**src/rtl/core/gpn_pkg.sv**
```systemverilog
// ----------------------------------------------------------------------------
// gpn_pkg
// Shared types, constants and the button remap table for the poll normalizer.
// ----------------------------------------------------------------------------
package gpn_pkg;

	localparam int GPN_PORTS = 4;
	localparam int GPN_PORT_W = 2;
	localparam int GPN_PORT_SLOTS = 2 ** GPN_PORT_W;

	localparam int GPN_QDEPTH = 2;
	localparam int GPN_QAW = $clog2(GPN_QDEPTH);

	localparam logic [7:0] GPN_CENTER = 8'd128;
	localparam logic [7:0] GPN_AXIS_MAX = 8'd255;
	localparam logic [7:0] GPN_AXIS_MIN = 8'd0;
	localparam logic [7:0] GPN_COUNT_MAX = 8'd255;

	localparam logic [7:0] GPN_RST_DISCONNECT_LIMIT = 8'd30;
	localparam logic [7:0] GPN_RST_PAK_INIT_POLL = 8'd10;
	localparam logic [6:0] GPN_RST_STICK_FULL_SCALE = 7'd84;

	// configuration register indexes
	localparam logic [1:0] GPN_REG_DISCONNECT_LIMIT = 2'd0;
	localparam logic [1:0] GPN_REG_PAK_INIT_POLL = 2'd1;
	localparam logic [1:0] GPN_REG_STICK_FULL_SCALE = 2'd2;

	// raw button bit positions
	localparam int GPN_RAW_CUP = 10;
	localparam int GPN_RAW_CDOWN = 11;
	localparam int GPN_RAW_CLEFT = 12;
	localparam int GPN_RAW_CRIGHT = 13;

	// source raw bit for each mapped bit
	localparam logic [3:0] GPN_BTN_SRC [14] = '{
		4'd0, 4'd11, 4'd1, 4'd12, 4'd8, 4'd9, 4'd2,
		4'd3, 4'd10, 4'd13, 4'd4, 4'd5, 4'd6, 4'd7
	};

	typedef struct packed {
		logic [1:0]        port;
		logic              link_up;
		logic              poll_ok;
		logic [13:0]       raw_buttons;
		logic signed [7:0] raw_stick_x;
		logic signed [7:0] raw_stick_y;
		logic              pak_present;
		logic              pak_init_ok;
	} gpn_in_t;

	typedef struct packed {
		logic [1:0]  out_port;
		logic [13:0] mapped_buttons;
		logic [7:0]  left_x;
		logic [7:0]  left_y;
		logic [7:0]  right_x;
		logic [7:0]  right_y;
		logic        cleared;
		logic        pak_ready;
		logic        last;
	} gpn_out_t;

	typedef struct packed {
		logic [7:0] disconnect_limit;
		logic [7:0] pak_init_poll;
		logic [6:0] stick_full_scale;
	} gpn_cfg_t;

	// command handed from the front to the back
	typedef struct packed {
		logic [1:0]  port;
		logic        clr;
		logic        dat;
		logic [13:0] mb;
		logic [7:0]  sx;
		logic [7:0]  ny;
		logic [7:0]  rx;
		logic [7:0]  ry;
		logic        pak;
	} gpn_cmd_t;

	typedef enum logic [2:0] {
		B_IDLE,
		B_PREP,
		B_DIV,
		B_CLR,
		B_DATA
	} gpn_bstate_t;

	function automatic logic [13:0] gpn_remap(input logic [13:0] r);
		logic [13:0] o;
		o = '0;
		for (int i = 0; i < 14; i++) begin
			o[i] = r[GPN_BTN_SRC[i]];
		end
		return o;
	endfunction

endpackage

```
**src/rtl/core/gpn_front.sv**
```systemverilog
// ----------------------------------------------------------------------------
// gpn_front
// Accepts polls, tracks per-port connection state and classifies each poll.
// ----------------------------------------------------------------------------
module gpn_front (
	input  logic              clk,
	input  logic              arst_n,
	input  logic              poll_valid,
	output logic              poll_stall,
	input  gpn_pkg::gpn_in_t  poll,
	input  gpn_pkg::gpn_cfg_t cfg,
	input  logic              cmd_full,
	output logic              cmd_push,
	output gpn_pkg::gpn_cmd_t cmd
);

	logic [7:0]  connect_q [gpn_pkg::GPN_PORT_SLOTS];
	logic [7:0]  drop_q    [gpn_pkg::GPN_PORT_SLOTS];
	logic        pak_q     [gpn_pkg::GPN_PORT_SLOTS];
	logic [13:0] lastb_q   [gpn_pkg::GPN_PORT_SLOTS];
	logic [7:0]  lastx_q   [gpn_pkg::GPN_PORT_SLOTS];
	logic [7:0]  lasty_q   [gpn_pkg::GPN_PORT_SLOTS];
	logic        force_q   [gpn_pkg::GPN_PORT_SLOTS];

	logic        accept;
	logic        port_ok;
	logic [7:0]  cc, dc, dc_inc, cc_n, dc_n, cc_lk;
	logic        pak_n, clr, emit;
	logic [13:0] mb, lastb_n;
	logic [7:0]  lastx_n, lasty_n;
	logic        force_n;

	assign poll_stall = cmd_full;
	assign accept = poll_valid && !poll_stall;
	assign port_ok = {30'd0, poll.port} < 32'(gpn_pkg::GPN_PORTS);

	always_comb begin
		cc = connect_q[poll.port];
		dc = drop_q[poll.port];
		mb = gpn_pkg::gpn_remap(poll.raw_buttons);
		dc_inc = (dc == gpn_pkg::GPN_COUNT_MAX) ? dc : dc + 8'd1;
		clr = 1'b0;
		cc_n = cc;
		dc_n = dc;
		cc_lk = cc;
		pak_n = pak_q[poll.port];
		lastb_n = lastb_q[poll.port];
		lastx_n = lastx_q[poll.port];
		lasty_n = lasty_q[poll.port];
		force_n = force_q[poll.port];
		if (!poll.link_up) begin
			if (cc != 8'd0) begin
				dc_n = dc_inc;
				if (dc_inc >= cfg.disconnect_limit) begin
					clr = 1'b1;
					cc_n = 8'd0;
					dc_n = 8'd0;
					pak_n = 1'b0;
					lastb_n = '0;
					lastx_n = '0;
					lasty_n = '0;
				end
			end
		end else begin
			dc_n = 8'd0;
			cc_lk = (cc == 8'd0) ? 8'd1 : cc;
			cc_n = cc_lk;
			if (cc_lk != gpn_pkg::GPN_COUNT_MAX) begin
				cc_n = cc_lk + 8'd1;
				if (cc_n == cfg.pak_init_poll && !pak_n && poll.pak_present
					&& poll.pak_init_ok) begin
					pak_n = 1'b1;
				end
			end
		end
		// emit a valid report on change against the last emitted report, or when forced
		emit = poll.poll_ok && (force_n || mb != lastb_n
			|| poll.raw_stick_x != lastx_n || poll.raw_stick_y != lasty_n);
		if (emit) begin
			lastb_n = mb;
			lastx_n = poll.raw_stick_x;
			lasty_n = poll.raw_stick_y;
			force_n = 1'b0;
		end

		cmd.port = poll.port;
		cmd.clr = clr;
		cmd.dat = emit;
		cmd.mb = mb;
		cmd.sx = poll.raw_stick_x;
		cmd.ny = 8'(8'd0 - poll.raw_stick_y);
		cmd.rx = poll.raw_buttons[gpn_pkg::GPN_RAW_CRIGHT] ? gpn_pkg::GPN_AXIS_MAX :
			(poll.raw_buttons[gpn_pkg::GPN_RAW_CLEFT] ? gpn_pkg::GPN_AXIS_MIN :
			gpn_pkg::GPN_CENTER);
		cmd.ry = poll.raw_buttons[gpn_pkg::GPN_RAW_CDOWN] ? gpn_pkg::GPN_AXIS_MAX :
			(poll.raw_buttons[gpn_pkg::GPN_RAW_CUP] ? gpn_pkg::GPN_AXIS_MIN :
			gpn_pkg::GPN_CENTER);
		cmd.pak = pak_n;
	end

	assign cmd_push = accept && port_ok && (clr || emit);

	always_ff @(posedge clk or negedge arst_n) begin
		if (!arst_n) begin
			for (int i = 0; i < gpn_pkg::GPN_PORT_SLOTS; i++) begin
				connect_q[i] <= '0;
				drop_q[i] <= '0;
				pak_q[i] <= 1'b0;
				lastb_q[i] <= '0;
				lastx_q[i] <= '0;
				lasty_q[i] <= '0;
				force_q[i] <= 1'b1;
			end
		end else if (accept && port_ok) begin
			connect_q[poll.port] <= cc_n;
			drop_q[poll.port] <= dc_n;
			pak_q[poll.port] <= pak_n;
			lastb_q[poll.port] <= lastb_n;
			lastx_q[poll.port] <= lastx_n;
			lasty_q[poll.port] <= lasty_n;
			force_q[poll.port] <= force_n;
		end
	end

endmodule

```
**src/rtl/core/gpn_cmd_fifo.sv**
```systemverilog
// ----------------------------------------------------------------------------
// gpn_cmd_fifo
// Short queue of commands between the front and the back.
// ----------------------------------------------------------------------------
module gpn_cmd_fifo (
	input  logic              clk,
	input  logic              arst_n,
	input  logic              push,
	input  gpn_pkg::gpn_cmd_t wdata,
	output logic              full,
	input  logic              pop,
	output logic              valid,
	output gpn_pkg::gpn_cmd_t rdata
);

	gpn_pkg::gpn_cmd_t                 mem_q [gpn_pkg::GPN_QDEPTH];
	logic [gpn_pkg::GPN_QAW-1:0]       wr_q, rd_q;
	logic [gpn_pkg::GPN_QAW:0]         cnt_q;
	logic                              do_push, do_pop;

	assign full = cnt_q == (gpn_pkg::GPN_QAW+1)'(gpn_pkg::GPN_QDEPTH);
	assign valid = cnt_q != '0;
	assign rdata = mem_q[rd_q];
	assign do_push = push && !full;
	assign do_pop = pop && valid;

	always_ff @(posedge clk) begin
		if (do_push) begin
			mem_q[wr_q] <= wdata;
		end
	end

	always_ff @(posedge clk or negedge arst_n) begin
		if (!arst_n) begin
			wr_q <= '0;
			rd_q <= '0;
			cnt_q <= '0;
		end else begin
			if (do_push) begin
				wr_q <= (wr_q == gpn_pkg::GPN_QAW'(gpn_pkg::GPN_QDEPTH - 1)) ? '0 : wr_q + 1'b1;
			end
			if (do_pop) begin
				rd_q <= (rd_q == gpn_pkg::GPN_QAW'(gpn_pkg::GPN_QDEPTH - 1)) ? '0 : rd_q + 1'b1;
			end
			case ({do_push, do_pop})
				2'b10:   cnt_q <= cnt_q + 1'b1;
				2'b01:   cnt_q <= cnt_q - 1'b1;
				default: cnt_q <= cnt_q;
			endcase
		end
	end

endmodule

```
**src/rtl/core/gpn_back.sv**
```systemverilog
// ----------------------------------------------------------------------------
// gpn_back
// Scales the sticks with a shared radix-16 divider pair and emits events.
// ----------------------------------------------------------------------------
module gpn_back (
	input  logic              clk,
	input  logic              arst_n,
	input  logic              cmd_valid,
	input  gpn_pkg::gpn_cmd_t cmd,
	output logic              cmd_pop,
	input  logic [6:0]        full_scale,
	output logic              evt_valid,
	input  logic              evt_stall,
	output gpn_pkg::gpn_out_t evt
);

	gpn_pkg::gpn_bstate_t state_q, state_n;
	logic                 cnt_q;
	gpn_pkg::gpn_cmd_t    cmd_q;
	logic [7:0]           rem_x_q, rem_y_q, dq_x_q, dq_y_q;
	logic                 big_x_q, big_y_q;
	logic                 evt_valid_q;
	gpn_pkg::gpn_out_t    evt_q, evt_n;
	logic                 slot_free, evt_load;
	logic [7:0]           fs;
	logic [7:0]           mag_x, mag_y;
	logic [14:0]          n_x, n_y, lim;
	logic [15:0]          st_x, st_y;

	function automatic logic [15:0] div4(input logic [15:0] rd, input logic [7:0] d);
		logic [7:0] r, q, r2;
		r = rd[15:8];
		q = rd[7:0];
		for (int i = 0; i < 4; i++) begin
			r2 = {r[6:0], q[7]};
			q = {q[6:0], 1'b0};
			if (r2 >= d) begin
				r2 = r2 - d;
				q[0] = 1'b1;
			end
			r = r2;
		end
		return {r, q};
	endfunction

	function automatic logic [7:0] axis_out(input logic neg, input logic big,
		input logic [7:0] q);
		logic [7:0] m;
		if (neg) begin
			m = (big || q > 8'd128) ? 8'd128 : q;
			return 8'(9'd128 - {1'b0, m});
		end else begin
			m = (big || q > 8'd127) ? 8'd127 : q;
			return 8'(9'd128 + {1'b0, m});
		end
	endfunction

	assign fs = (full_scale == 7'd0) ? 8'd1 : {1'b0, full_scale};
	assign mag_x = cmd_q.sx[7] ? 8'(8'd0 - cmd_q.sx) : cmd_q.sx;
	assign mag_y = cmd_q.ny[7] ? 8'(8'd0 - cmd_q.ny) : cmd_q.ny;
	assign n_x = {mag_x, 7'd0} - {7'd0, mag_x};
	assign n_y = {mag_y, 7'd0} - {7'd0, mag_y};
	assign lim = {fs[6:0], 8'd0};
	assign st_x = div4({rem_x_q, dq_x_q}, fs);
	assign st_y = div4({rem_y_q, dq_y_q}, fs);
	assign slot_free = !evt_valid_q || !evt_stall;

	always_comb begin
		state_n = state_q;
		cmd_pop = 1'b0;
		evt_load = 1'b0;
		evt_n.out_port = cmd_q.port;
		evt_n.mapped_buttons = '0;
		evt_n.left_x = gpn_pkg::GPN_CENTER;
		evt_n.left_y = gpn_pkg::GPN_CENTER;
		evt_n.right_x = gpn_pkg::GPN_CENTER;
		evt_n.right_y = gpn_pkg::GPN_CENTER;
		evt_n.cleared = 1'b1;
		evt_n.pak_ready = 1'b0;
		evt_n.last = !cmd_q.dat;
		case (state_q)
			gpn_pkg::B_IDLE: begin
				if (cmd_valid) begin
					cmd_pop = 1'b1;
					state_n = gpn_pkg::B_PREP;
				end
			end
			gpn_pkg::B_PREP: begin
				state_n = gpn_pkg::B_DIV;
			end
			gpn_pkg::B_DIV: begin
				if (cnt_q) begin
					state_n = cmd_q.clr ? gpn_pkg::B_CLR : gpn_pkg::B_DATA;
				end
			end
			gpn_pkg::B_CLR: begin
				if (slot_free) begin
					evt_load = 1'b1;
					state_n = cmd_q.dat ? gpn_pkg::B_DATA : gpn_pkg::B_IDLE;
				end
			end
			gpn_pkg::B_DATA: begin
				evt_n.mapped_buttons = cmd_q.mb;
				evt_n.left_x = axis_out(cmd_q.sx[7], big_x_q, dq_x_q);
				evt_n.left_y = axis_out(cmd_q.ny[7], big_y_q, dq_y_q);
				evt_n.right_x = cmd_q.rx;
				evt_n.right_y = cmd_q.ry;
				evt_n.cleared = 1'b0;
				evt_n.pak_ready = cmd_q.pak;
				evt_n.last = 1'b1;
				if (slot_free) begin
					evt_load = 1'b1;
					state_n = gpn_pkg::B_IDLE;
				end
			end
			default: begin
				state_n = gpn_pkg::B_IDLE;
			end
		endcase
	end

	always_ff @(posedge clk or negedge arst_n) begin
		if (!arst_n) begin
			state_q <= gpn_pkg::B_IDLE;
			cnt_q <= 1'b0;
			evt_valid_q <= 1'b0;
		end else begin
			state_q <= state_n;
			cnt_q <= (state_q == gpn_pkg::B_DIV) ? !cnt_q : 1'b0;
			if (evt_load) begin
				evt_valid_q <= 1'b1;
			end else if (!evt_stall) begin
				evt_valid_q <= 1'b0;
			end
		end
	end

	always_ff @(posedge clk) begin
		if (cmd_pop) begin
			cmd_q <= cmd;
		end
		if (state_q == gpn_pkg::B_PREP) begin
			// quotient fits eight bits unless the product reaches fs * 256
			big_x_q <= n_x >= lim;
			big_y_q <= n_y >= lim;
			rem_x_q <= {1'b0, n_x[14:8]};
			rem_y_q <= {1'b0, n_y[14:8]};
			dq_x_q <= n_x[7:0];
			dq_y_q <= n_y[7:0];
		end else if (state_q == gpn_pkg::B_DIV) begin
			rem_x_q <= st_x[15:8];
			dq_x_q <= st_x[7:0];
			rem_y_q <= st_y[15:8];
			dq_y_q <= st_y[7:0];
		end
		if (evt_load) begin
			evt_q <= evt_n;
		end
	end

	assign evt_valid = evt_valid_q;
	assign evt = evt_q;

endmodule

```
**src/rtl/core/gamepad_poll_normalizer_top.sv**
```systemverilog
// ----------------------------------------------------------------------------
// gamepad_poll_normalizer_top
// Per-port controller poll tracking, remapping and change-only event output.
// ----------------------------------------------------------------------------
// Usage:
//   poll channel: one beat per controller poll (port, link, report, pak flags),
//     accepted when poll_valid is high and poll_stall is low.
//   evt channel: zero, one or two event beats per poll, in poll order; the
//     final beat of a poll carries last. A disconnect beat (cleared) comes
//     before the report beat of the same poll.
//   cfg port: cfg_we writes cfg_wdata into register cfg_index
//     (0 disconnect_limit, 1 pak_init_poll, 2 stick_full_scale); write only
//     while no poll is in flight.
// Flow: the front takes a poll every cycle while the two-entry work queue
//   has room. The back works on one queued command at a time: pop, multiply
//   by 127, divide in a radix-16 divider, then load each emitted beat into
//   the output register once it is free; it takes no new command until the
//   last beat is loaded. Polls that cause no event are not queued.
// Reset: all ports clear their counters and are forced to emit their first
//   valid report; registers return to 30, 10 and 84.
// Stall: a stalled event beat holds in the output register; the back waits,
//   the queue fills and then poll_stall rises.
// ----------------------------------------------------------------------------
module gamepad_poll_normalizer_top (
	input  logic              clk,
	input  logic              arst_n,
	input  logic              poll_valid,
	output logic              poll_stall,
	input  gpn_pkg::gpn_in_t  poll,
	output logic              evt_valid,
	input  logic              evt_stall,
	output gpn_pkg::gpn_out_t evt,
	input  logic              cfg_we,
	input  logic [1:0]        cfg_index,
	input  logic [7:0]        cfg_wdata
);

	gpn_pkg::gpn_cfg_t cfg_q;
	gpn_pkg::gpn_cmd_t push_cmd, head_cmd;
	logic              q_full, q_push, q_pop, q_valid;

	// Hold configuration; ignore indexes past the register list.
	always_ff @(posedge clk or negedge arst_n) begin
		if (!arst_n) begin
			cfg_q.disconnect_limit <= gpn_pkg::GPN_RST_DISCONNECT_LIMIT;
			cfg_q.pak_init_poll <= gpn_pkg::GPN_RST_PAK_INIT_POLL;
			cfg_q.stick_full_scale <= gpn_pkg::GPN_RST_STICK_FULL_SCALE;
		end else if (cfg_we) begin
			case (cfg_index)
				gpn_pkg::GPN_REG_DISCONNECT_LIMIT: cfg_q.disconnect_limit <= cfg_wdata;
				gpn_pkg::GPN_REG_PAK_INIT_POLL:    cfg_q.pak_init_poll <= cfg_wdata;
				gpn_pkg::GPN_REG_STICK_FULL_SCALE: cfg_q.stick_full_scale <= cfg_wdata[6:0];
				default: begin
				end
			endcase
		end
	end

	// Front: classify each poll and update port state.
	gpn_front u_front (
		.clk        (clk),
		.arst_n     (arst_n),
		.poll_valid (poll_valid),
		.poll_stall (poll_stall),
		.poll       (poll),
		.cfg        (cfg_q),
		.cmd_full   (q_full),
		.cmd_push   (q_push),
		.cmd        (push_cmd)
	);

	// Queue: decouple the front from the back, which works on one command at a time.
	gpn_cmd_fifo u_fifo (
		.clk    (clk),
		.arst_n (arst_n),
		.push   (q_push),
		.wdata  (push_cmd),
		.full   (q_full),
		.pop    (q_pop),
		.valid  (q_valid),
		.rdata  (head_cmd)
	);

	// Back: scale sticks and drive the event register.
	gpn_back u_back (
		.clk        (clk),
		.arst_n     (arst_n),
		.cmd_valid  (q_valid),
		.cmd        (head_cmd),
		.cmd_pop    (q_pop),
		.full_scale (cfg_q.stick_full_scale),
		.evt_valid  (evt_valid),
		.evt_stall  (evt_stall),
		.evt        (evt)
	);

endmodule

```
**config.mk**
```make
export PLATFORM = sky130hd
export DESIGN_NAME = gamepad_poll_normalizer_top
export DESIGN_NICKNAME = d
export VERILOG_FILES = /design/src/rtl/core/gpn_pkg.sv /design/src/rtl/core/gpn_front.sv /design/src/rtl/core/gpn_cmd_fifo.sv /design/src/rtl/core/gpn_back.sv /design/src/rtl/core/gamepad_poll_normalizer_top.sv
export SDC_FILE = /design/constraint.sdc
export NUM_CORES = 1
export LEC_CHECK = 0
export BUFFER_PORTS_ARGS = -buffer_cell sky130_fd_sc_hd__buf_2
export CAP_MARGIN = 20
export CORE_AREA = 2 2 315 255
export DETAILED_ROUTE_END_ITERATION = 12
export DIE_AREA = 0 0 317 257
export PLACE_DENSITY = 0.44
export SYNTH_ARGS = -nofsm -noshare
export SYNTH_HDL_FRONTEND = slang
export SYNTH_SLANG_ARGS = --single-unit
```
**constraint.sdc**
```tcl
create_clock -name clk -period 18.3 [get_ports clk]
set_input_delay 3.66 -clock clk [delete_from_list [all_inputs] [get_ports clk]]
set_output_delay 3.66 -clock clk [all_outputs]
set_load 0.03 [all_outputs]
```
==> run summary <==
Setup Crit Path Kind -> register to register
Placed cell areas -> 24890 um^2
Grt peak-use layer -> met2
Detailed Place HPWL -> 45.52 mm
Area Overhead vs Synth -> 12.80%
Cell depth of the worst min-delay path -> 0
Fin crit share -> 59.38%
R2R setup slack -> 7.43 ns
Drt first pass iters -> 7
Global-route wire length before repair -> 104.0 mm
Worst-path clk slew -> 0.06 ns
Top cell by count, worst path -> o21ai_0
Area of the multi-input gates -> 11530 um^2
Final TNS setup -> 0 ns
Prevailing post-synth register cell -> dfrtp_1
CP max stage cell -> a31oi_1
Fin util -> 33.68%
Final Hold Violating Endpoints -> 0
DR DRC count -> 0
Post-synth EDFFs -> 180
Met1 Use GR -> 23.16%
Worst-path maximum fanout -> 10
RSZ-0062 raised after global routing -> no
Clock Latency Late Sink -> 0.59 ns
# nets final -> 2327
RR Startpoint -> cfg_q[1]$_DFFE_PN0P_
Die ar. -> 81470 um^2
Avg Inst Size Synth -> 10.98 um^2
Crit end category -> register
I/O Pins -> 104
Critical path arrival -> 11.20 ns
CTS tree -> done
Number of library cell types mapped by synthesis -> 79
Initial Util -> 29.86%
GPL Wtd Cong -> 0.8076
Register area -> 11030 um^2
Die Y -> 257 um
Minimum clock period after layout -> 10.87 ns
Max-cap violations -> 0
Initial antenna violation count -> 4
Slew @ Worst Pin -> 1.098 ns
Leading area contributor after synthesis -> edfxtp_1
Fmax -> 0.09203 GHz
Die W -> 317 um
Syn nets -> 2274
Core area -> 78160 um^2
Gate count after technology mapping -> 2125
Synth area leaders -> edfxtp_1, dfrtp_1, mux2_2, ha_1, a21oi_1
Worst Min Path Start -> u_back.cmd_q[49]$_DFFE_PP_
Number of global-route vias before repair -> 17269
FFs w/ async S/R, synth -> 55.45%
Drt via density -> 5.299
Largest net degree at the start of global routing -> 110
CTS resizes -> 0
Commonest cells post-synth -> a21oi_1, dfrtp_1, edfxtp_1
Avg WL per Cell -> 20.69 um
Synth warnings -> 0
Fillers -> 7813
CTS root buf -> clkbuf_16
Post-route cell area -> 26320 um^2
TritonCTS buffer count -> 45
Worst R2R End -> u_back.rem_x_q[6]$_DFFE_PP_
PortBufs -> 103
Via count -> 17199
FF-to-FF path depth -> 34
Global Route Usage Sum -> 16.43%
Post-CTS setup buffer count -> 0
Max Root-Sink Buffers -> 3
Yosys reg bits -> 404
Share of cells above drive strength 1 -> 20.08%
Outcome -> finished, final reports clean
Worst hold endpoint -> u_back.evt[49]$_DFFE_PP_
Synth top area share -> 23.16%
H-tree depth reported by CTS -> 2
Initial DRC Count -> 1176
Seq/Total Area, Yosys -> 47.25%
Slew Limit Fails -> 0
Hold-fix buffers, CTS -> 0
Mapped Area -> 23340 um^2
Final WL -> 67.15 mm
Worst Skew -> 0.01466 ns
Max stage delay on crit path -> 0.73 ns
Row count -> 92
GR Layer Usage met2 -> 26.02%
Worst relative slew slack -> 26.01%
GRT met3 Usage -> 2.950%
HP Class -> register to register
Top-count cell post-synth -> a21oi_1
CP Launch Type -> register
CP Data Required Time -> 18.63 ns
Endpoints failing setup -> 0
ANT nets after route -> 0
CTS sink count -> 404
Grt total ovfl -> 0
[worst max path at each step]
stage                         startpoint                         endpoint  slack [ns]
floorplan                       poll[34]     u_fifo.mem_q[0][0]$_DFFE_PP_        7.88
detailed placement              poll[34]  u_front.lastb_q[35]$_DFFE_PN0P_        7.33
global placement                poll[34]  u_front.lastb_q[20]$_DFFE_PN0P_        7.57
CTS                 cfg_q[1]$_DFFE_PN0P_      u_back.rem_x_q[6]$_DFFE_PP_        7.48
global route        cfg_q[1]$_DFFE_PN0P_      u_back.rem_x_q[6]$_DFFE_PP_        6.25
finish              cfg_q[1]$_DFFE_PN0P_      u_back.rem_x_q[6]$_DFFE_PP_        7.43
[routing by layer]
layer,up-vias,routed length (um)
li1,8056,-
met1,8648,31580
met2,406,30640
met3,89,3630
met4,0,1300
met5,-,0
[placed cells by master, fill, tap and decap left out, drive strengths merged, types with 20 or more instances in the layout]
master  instances
nor3           24
mux2i          64
ha             90
xor2           33
buf           127
dfrtp         211
nand2         124
and3           25
clkbuf         58
nand2b         37
xnor2          60
and2           30
nand3          37
edfxtp        180
clkinv         20
nor2          137
nor2b          30
o22ai         125
mux4           43
inv            77
mux2          145
o21ai          82
a21oi         218
[registers in the layout, indices dropped and copies added, names as in the netlist, 2 cells and up]
name               count
cfg_q                 23
u_back.rem_y_q         7
u_front.lasty_q       32
u_front.connect_q     32
u_fifo.cnt_q           2
u_back.evt            37
u_back.cmd_q          37
u_back.dq_y_q          8
u_front.lastx_q       32
u_back.dq_x_q          8
u_back.rem_x_q         7
u_front.pak_q          4
u_front.lastb_q       56
u_fifo.mem_q          74
u_back.state_q         3
u_front.force_q        4
u_front.drop_q        32
[layout make-up]
class                   count  area share (%)
diodes                      1        0.009506
clock buffers              58           4.691
clock inverters            22          0.7652
inverters                  79           1.126
multi-input cells        1521           43.82
flip-flops and latches    404           41.89
well taps                1034           4.915
repair buffers            127           2.785
[critical path, delay by kind of cell (launching register included)]
kind            cells  cell delay (ns)
simple gates        5             1.27
compound gates     18             5.10
flops               1             0.62
buf+inv             1             0.06
mux                 5             1.83
fa+ha+maj           5             1.74
[per-stage QoR]
stage | cells | hold slack [ns] | setup slack (ns)
final | 3246 | 0.4247 | 7.434
after global routing | 3246 | 0.4409 | 6.247
after CTS | 3245 | 0.4254 | 7.479
after detailed placement | 3165 | 0.4117 | 7.332
after global placement | 3163 | 0.4137 | 7.573
after floorplan | 2125 | 0.4003 | 7.877
[cells by family (layout without fill, tap and decap cells)]
logic type / after synthesis / count (layout) / share of synthesized area, %
other: 0 / 1 / 0
adder cells (fa/ha/maj): 98 / 98 / 5.512
AND/OR/NAND/NOR: 524 / 524 / 11.30
multiplexers: 252 / 252 / 14.43
buffers and inverters: 200 / 286 / 3.651
flip-flops: 404 / 404 / 47.25
AO/OA/AOI/OAI: 554 / 554 / 14.37
XOR/XNOR: 93 / 93 / 3.490
Power is not shown: default switching activity piles up to over one toggle a cycle in this logic, so the estimate is an artifact.
